## src/rtl/mgh_pkg.sv

```systemverilog
// Shared constants and types for the Misra-Gries heavy hitters block.
package mgh_pkg;

  localparam int SLOTS = 16;
  localparam int CNT_W = $clog2(SLOTS + 1);
  localparam int KEY_W = 32;
  localparam int COUNT_W = 32;
  localparam int IDX_W = 4;
  localparam int LIMIT_W = 5;
  localparam logic [COUNT_W-1:0] COUNT_MAX = {COUNT_W{1'b1}};
  localparam logic [LIMIT_W-1:0] LIMIT_RESET = LIMIT_W'(SLOTS);

  typedef enum logic {
    CMD_FEED = 1'b0,
    CMD_READ = 1'b1
  } cmd_t;

  typedef enum logic [1:0] {
    OUT_INC  = 2'd0,
    OUT_INS  = 2'd1,
    OUT_DROP = 2'd2,
    OUT_READ = 2'd3
  } outcome_t;

  typedef struct packed {
    logic inc;
    logic ins;
    logic dec;
  } mgh_op_t;

endpackage

```

## src/rtl/mgh_cell.sv

```systemverilog
// One key/counter cell of the frequent-items row.
module mgh_cell (
  input  logic                        clk,
  input  logic                        rst_n,
  input  logic                        capture,
  input  logic [mgh_pkg::KEY_W-1:0]   cmp_key,
  input  logic [mgh_pkg::KEY_W-1:0]   new_key,
  input  mgh_pkg::mgh_op_t            op,
  input  logic                        free_in,
  output logic                        free_out,
  output logic                        match,
  output logic                        one,
  output logic [mgh_pkg::KEY_W-1:0]   key,
  output logic [mgh_pkg::COUNT_W-1:0] count
);

  logic [mgh_pkg::KEY_W-1:0]   key_r;
  logic [mgh_pkg::KEY_W-1:0]   key_nxt;
  logic [mgh_pkg::COUNT_W-1:0] count_r;
  logic [mgh_pkg::COUNT_W-1:0] count_nxt;
  logic                        match_r;
  logic                        one_r;
  logic                        free_r;
  logic                        occ;
  logic                        ins_here;

  assign occ      = (count_r != '0);
  assign free_out = free_in | free_r;
  assign ins_here = op.ins & free_r & ~free_in;
  assign match    = match_r;
  assign one      = one_r;
  assign key      = key_r;
  assign count    = count_r;

  always_comb begin
    key_nxt   = key_r;
    count_nxt = count_r;
    if (op.inc && match_r && (count_r != mgh_pkg::COUNT_MAX)) begin
      count_nxt = count_r + 1'b1;
    end
    if (ins_here) begin
      key_nxt   = new_key;
      count_nxt = mgh_pkg::COUNT_W'(1);
    end
    if (op.dec && occ) begin
      count_nxt = count_r - 1'b1;
    end
  end

  always_ff @(posedge clk) begin
    if (!rst_n) begin
      count_r <= '0;
      match_r <= 1'b0;
      one_r   <= 1'b0;
      free_r  <= 1'b0;
    end else begin
      count_r <= count_nxt;
      if (capture) begin
        match_r <= occ && (key_r == cmp_key);
        one_r   <= (count_r == mgh_pkg::COUNT_W'(1));
        free_r  <= ~occ;
      end
    end
  end

  always_ff @(posedge clk) begin
    key_r <= key_nxt;
  end

endmodule

```

## src/rtl/misra_gries_heavy_hitters.sv

```systemverilog
// Misra-Gries heavy hitters: a row of key/counter cells with a command port and an APB
// register. An item is accepted when start is high and busy is low; busy then stays high
// for one cycle, and the result strobe out_valid, registered from busy, is high for one
// cycle; no new item is accepted while busy is high. At the accept, every cell compares
// the key against its own and records free and count-of-one flags; while busy, the row
// applies increment, insert into the lowest free cell, or decrement-all. The receiver
// cannot stall: out_valid marks each result for exactly one cycle.
module misra_gries_heavy_hitters (
  input  logic                        clk,
  input  logic                        rst_n,
  input  logic                        start,
  output logic                        busy,
  input  logic                        in_cmd,
  input  logic [mgh_pkg::KEY_W-1:0]   in_item_key,
  input  logic [mgh_pkg::IDX_W-1:0]   in_slot_index,
  output logic                        out_valid,
  output logic [1:0]                  out_outcome,
  output logic                        out_slot_valid,
  output logic [mgh_pkg::KEY_W-1:0]   out_slot_key,
  output logic [mgh_pkg::COUNT_W-1:0] out_slot_count,
  input  logic                        psel,
  input  logic                        penable,
  input  logic                        pwrite,
  input  logic [2:0]                  paddr,
  input  logic [31:0]                 pwdata,
  output logic [31:0]                 prdata,
  output logic                        pready
);

  logic                               busy_r;
  logic                               cmd_r;
  logic [mgh_pkg::KEY_W-1:0]          key_r;
  logic [mgh_pkg::IDX_W-1:0]          idx_r;
  logic [mgh_pkg::LIMIT_W-1:0]        limit_r;
  logic [mgh_pkg::CNT_W-1:0]          used_r;
  logic [mgh_pkg::CNT_W-1:0]          used_nxt;
  logic [mgh_pkg::CNT_W-1:0]          n_ones;

  logic                               out_valid_r;
  logic [1:0]                         out_outcome_r;
  logic                               out_slot_valid_r;
  logic [mgh_pkg::KEY_W-1:0]          out_slot_key_r;
  logic [mgh_pkg::COUNT_W-1:0]        out_slot_count_r;

  logic                               accept;
  logic                               feed;
  logic                               any_match;
  logic                               room;
  mgh_pkg::mgh_op_t                   op;
  logic [mgh_pkg::SLOTS:0]            free_c;
  logic [mgh_pkg::SLOTS-1:0]          match_v;
  logic [mgh_pkg::SLOTS-1:0]          one_v;
  logic [mgh_pkg::KEY_W-1:0]          cell_key [mgh_pkg::SLOTS];
  logic [mgh_pkg::COUNT_W-1:0]        cell_count [mgh_pkg::SLOTS];
  logic [mgh_pkg::KEY_W-1:0]          rd_key;
  logic [mgh_pkg::COUNT_W-1:0]        rd_count;
  logic                               rd_valid;
  mgh_pkg::outcome_t                  outcome;

  assign accept = start && !busy_r;
  assign busy   = busy_r;
  assign free_c[0] = 1'b0;

  genvar g;
  generate
    for (g = 0; g < mgh_pkg::SLOTS; g++) begin : g_cell
      mgh_cell u_cell (
        .clk      (clk),
        .rst_n    (rst_n),
        .capture  (accept),
        .cmp_key  (in_item_key),
        .new_key  (key_r),
        .op       (op),
        .free_in  (free_c[g]),
        .free_out (free_c[g+1]),
        .match    (match_v[g]),
        .one      (one_v[g]),
        .key      (cell_key[g]),
        .count    (cell_count[g])
      );
    end
  endgenerate

  assign feed      = busy_r && (cmd_r == mgh_pkg::CMD_FEED);
  assign any_match = |match_v;
  assign room      = (32'(used_r) < 32'(limit_r)) && (32'(used_r) < mgh_pkg::SLOTS)
                     && free_c[mgh_pkg::SLOTS];
  assign n_ones    = mgh_pkg::CNT_W'($countones(one_v));

  always_comb begin
    op.inc = feed && any_match;
    op.ins = feed && !any_match && room;
    op.dec = feed && !any_match && !room;
  end

  always_comb begin
    used_nxt = used_r;
    if (op.ins) begin
      used_nxt = used_r + 1'b1;
    end else if (op.dec) begin
      used_nxt = used_r - n_ones;
    end
  end

  always_comb begin
    rd_key   = '0;
    rd_count = '0;
    for (int i = 0; i < mgh_pkg::SLOTS; i++) begin
      if (32'(idx_r) == i) begin
        rd_key   = rd_key | cell_key[i];
        rd_count = rd_count | cell_count[i];
      end
    end
    rd_valid = (rd_count != '0);
  end

  always_comb begin
    if (cmd_r == mgh_pkg::CMD_READ) begin
      outcome = mgh_pkg::OUT_READ;
    end else if (any_match) begin
      outcome = mgh_pkg::OUT_INC;
    end else if (room) begin
      outcome = mgh_pkg::OUT_INS;
    end else begin
      outcome = mgh_pkg::OUT_DROP;
    end
  end

  always_ff @(posedge clk) begin
    if (!rst_n) begin
      busy_r      <= 1'b0;
      out_valid_r <= 1'b0;
      used_r      <= '0;
      limit_r     <= mgh_pkg::LIMIT_RESET;
    end else begin
      busy_r      <= accept;
      out_valid_r <= busy_r;
      used_r      <= used_nxt;
      if (psel && penable && pwrite && !paddr[2]) begin
        limit_r <= pwdata[mgh_pkg::LIMIT_W-1:0];
      end
    end
  end

  always_ff @(posedge clk) begin
    if (accept) begin
      cmd_r <= in_cmd;
      key_r <= in_item_key;
      idx_r <= in_slot_index;
    end
    if (busy_r) begin
      out_outcome_r <= outcome;
      if (cmd_r == mgh_pkg::CMD_READ && rd_valid) begin
        out_slot_valid_r <= 1'b1;
        out_slot_key_r   <= rd_key;
        out_slot_count_r <= rd_count;
      end else begin
        out_slot_valid_r <= 1'b0;
        out_slot_key_r   <= '0;
        out_slot_count_r <= '0;
      end
    end
  end

  assign out_valid      = out_valid_r;
  assign out_outcome    = out_outcome_r;
  assign out_slot_valid = out_slot_valid_r;
  assign out_slot_key   = out_slot_key_r;
  assign out_slot_count = out_slot_count_r;

  assign pready = 1'b1;
  assign prdata = paddr[2] ? 32'd0 : 32'(limit_r);

endmodule

```

## config.mk

```make
export PLATFORM = sky130hd
export DESIGN_NAME = misra_gries_heavy_hitters
export DESIGN_NICKNAME = d
export VERILOG_FILES = /design/src/rtl/mgh_pkg.sv /design/src/rtl/mgh_cell.sv /design/src/rtl/misra_gries_heavy_hitters.sv
export SDC_FILE = /design/constraint.sdc
export NUM_CORES = 2
export LEC_CHECK = 0
export ABC_AREA = 1
export BUFFER_PORTS_ARGS = -buffer_cell sky130_fd_sc_hd__buf_2
export CAP_MARGIN = 20
export CORE_UTILIZATION = 35
export DETAILED_ROUTE_END_ITERATION = 8
export HOLD_SLACK_MARGIN = 0.15
export PLACE_DENSITY = 0.51
export REMOVE_ABC_BUFFERS = 1
export SLEW_MARGIN = 20
export SYNTH_ARGS = -nofsm -noshare
export SYNTH_HDL_FRONTEND = slang
export SYNTH_SLANG_ARGS = --single-unit
```

## constraint.sdc

```tcl
create_clock -name clk -period 9.2 [get_ports clk]
set_input_delay 0.46 -clock clk [delete_from_list [all_inputs] [get_ports clk]]
set_output_delay 0.46 -clock clk [all_outputs]
set_load 0.05 [all_outputs]
```

==> impl_metrics.tcl <==
set metrics [dict create \
    finalWirelength_um 380000 \
    grt_max_degree 100 \
    clk_latency_ps 880 \
    required_ps 9980 \
    grt_pass1_vias 75600 \
    setup_violations 0 \
    comb_power_share_pct 24.4 \
    grt-ovfl-total 0 \
    ys_ff_latch 1188 \
    fp-row-count 177 \
    yosysSeqAreaShare_pct 36.3 \
    cts.sinks 1188 \
    clk_root_buffer_cell "clkbuf_16" \
    netlist_instances 11400 \
    drt_pass1_iterations 7 \
    synth_area_leader_cell "edfxtp_1" \
    p_leak_nw 38.3 \
    dp_hpwl_um 275000 \
    yosysMostFrequentCell "nor2_1" \
    fmax_mhz 171 \
    p_int_w 0.0106 \
    synth.top_cells.by_area "edfxtp_1, dfxtp_1, xor2_1" \
    antenna_found_initial 38 \
    port_buffers 122 \
    synthToLayoutAreaGrowth_pct 9.69 \
    grt_use_total_pct 31.1 \
    htree_levels 4 \
    synthSimpleGateAreaFrac_pct 29.4 \
    finalInstanceArea_um2 90400 \
    synth_top_family_by_area "simple AND/OR/NAND/NOR gates" \
    hold_viol 0 \
    clk_path_buf_depth 3 \
    max_slew_margin_pct 11.6 \
    slew_viol_final 0 \
    async_reset_ff_share_pct 0 \
    max_cap_viol_count 0 \
    crit_arrival_ps 6650 \
    numCtsBuffers 154 \
    tightest_slew_ps 1310 \
    start_util_pct 35.3 \
    hold_path.class "in -> reg" \
    cts_setup_buffers 0 \
    design.portCount 180 \
    yosys-top-cells-count "nor2_1, nand2_1, inv_1" \
    crit_type "reg -> reg" \
    worst_path_largest_cell_delay_ps 880 \
    cp-end-kind "register" \
    cts_tree "done" \
    seqPwrFrac_pct 36.8 \
    status "finished, final reports clean" \
    power_switching_w 0.00577 \
    die_area_um2 238000 \
    core-area_um2 233000 \
    yosysUniqueCellTypes 75 \
    peakVddDrop_uv 143 \
    synth_warnings 0 \
    fp.dieW_um 487 \
    fin_util_pct 38.7 \
    yosys.area.top_type_share_pct 22.4 \
    rsz0062_at_grt "no" \
    p_clk_share_pct 38.9 \
    dpl_cell_area_um2 84700 \
    clk_transition_reported_paths_ps 60 \
    postRouteAntennaNets 0 \
    synthFlopType "edfxtp_1" \
    drc 0 \
    path_cells "nor4_1, and2_1, nand2_2, inv_4, nand2_2, clkinv_2, buf_4, nand4_1, buf_4, nand3_2, inv_2, nor2_1, nor2_1" \
    finalClockSkew_ps 87.5 \
    drt-wirelength-per-cell_um 26.3 \
    crit_path_start_kind "register" \
    path_max_fanout 32 \
    fin_tns_setup_ps 0 \
    synth_fa_ha_area_share_pct 1.70 \
    finalCriticalPeriod_ps 5860 \
    vias 81600 \
    gp_congestion 1.02 \
    die_h_um 487 \
    finalCritPeriodShare_pct 63.7 \
    synth_edf_count 616 \
    swShare_pct 35.3 \
    synth_compound_area_share_pct 11.7 \
    layout-drive-gt1-share_pct 6.08 \
    p_per_area_nw_per_um2 181 \
    crit_slowest_cell "clkinv_2" \
    vias_per_cell 5.66 \
    drtIter0Drc 9849 \
    synth-xor-area-share_pct 11.6 \
    muxShareOfSynthArea_pct 0.0243 \
    hold_ws_ps 199 \
    netlist_area_um2 82400 \
    avgSynthCellArea_um2 7.22 \
    grt_pass1_wl_um 541000 \
    layout.nets 11300 \
]
-- timing repair --
action / in CTS / in global routing
hold buffers: 48 / 0
endpoints found under the setup margin: 0 / 0
endpoints found under the hold margin: 100 / 0
gates resized for setup: 0 / 0
-- metal layers --
metal  vias up  part of all wire [%]  GRT usage, %
met5         -                 0.039             0
met4        24                   6.4          17.5
met3       823                   8.9          5.73
met2      4011                    43          47.1
met1     39200                    42          41.3
li1      37500                     -             -
-- worst max-delay path: cells and delay by family (launching register included) --
kind	cells	cell delay [ps]
flops	1	830
buf+inv	5	2790
simple gates	8	2060
-- cell type report --
type                            count  area (um^2)
Sequential cell                  1188        30000
Clock buffer                      210         4280
Timing Repair Buffer              286         1980
Clock inverter                     74          952
Inverter                         1122         4220
Fill cell                       24600       143000
Tap cell                         3132         3920
Multi-Input combinational cell   8395        45100
Antenna cell                        8         20.0
-- sequential cells by signal, indices dropped and copies added (netlist names) --
name                  flops
busy                      1
cmd_r                     1
g_cell.u_cell.count     512
g_cell.u_cell.free_r     16
g_cell.u_cell.key       512
g_cell.u_cell.match      16
g_cell.u_cell.one        16
idx_r                     4
key_r                    32
limit_r                   5
out_outcome               2
out_slot_count           32
out_slot_key             32
out_slot_valid            1
out_valid                 1
used_r                    5
-- kinds of logic (layout without fill, tap and decap cells) --
kind of cell    Yosys count  count (layout)
fa+ha+maj               101             101
compound gates         1654            1654
xor+xnor               1089            1089
flops                  1188            1188
simple gates           5521            5521
buf+inv                1858            1692
other cells               2              36
mux                       2               2
-- power groups by stage --
stage / Sequential (W) / Clock [W] / Combinational [W]
after global placement: 0.00611 / 0 / 0.00387
after global routing: 0.00603 / 0.00663 / 0.00437
after CTS: 0.00600 / 0.00643 / 0.00392
final: 0.00601 / 0.00636 / 0.00398
after floorplan: 0.00607 / 0 / 0.00261
after detailed placement: 0.00612 / 0 / 0.00388
-- per-stage QoR --
stage | total power, W | std cells | setup WS (ps)
final | 0.0164 | 14400 | 3340
after global routing | 0.0170 | 14400 | 3350
after CTS | 0.0164 | 14400 | 3580
after detailed placement | 0.0100 | 14100 | 3600
after global placement | 0.00998 | 14100 | 3620
after floorplan | 0.00869 | 10700 | 2290
-- placed cells by master, fill, tap and decap left out, types with 271 or more instances in the layout --
cell | Yosys | layout
nand4_1 | 271 | 271
xor2_1 | 981 | 981
nor2_1 | 1949 | 1947
dfxtp_1 | 572 | 571
inv_1 | 1055 | 1035
nand3_1 | 907 | 905
nor3_1 | 331 | 331
o21ai_0 | 881 | 881
edfxtp_1 | 616 | 616
nand2_1 | 1736 | 1720
-- final timing paths --
check | startpoint | endpoint | slack, ps | cells after the start
min | psel | limit_r[2] | 200 | 4
max reg2reg | g_cell[7].u_cell.match | g_cell[2].u_cell.count[27] | 3340 | 13
min reg2reg | g_cell[11].u_cell.one | g_cell[11].u_cell.one | 470 | 2
max | g_cell[7].u_cell.match | g_cell[2].u_cell.count[27] | 3340 | 13
Power figures use the tool's default switching activity.
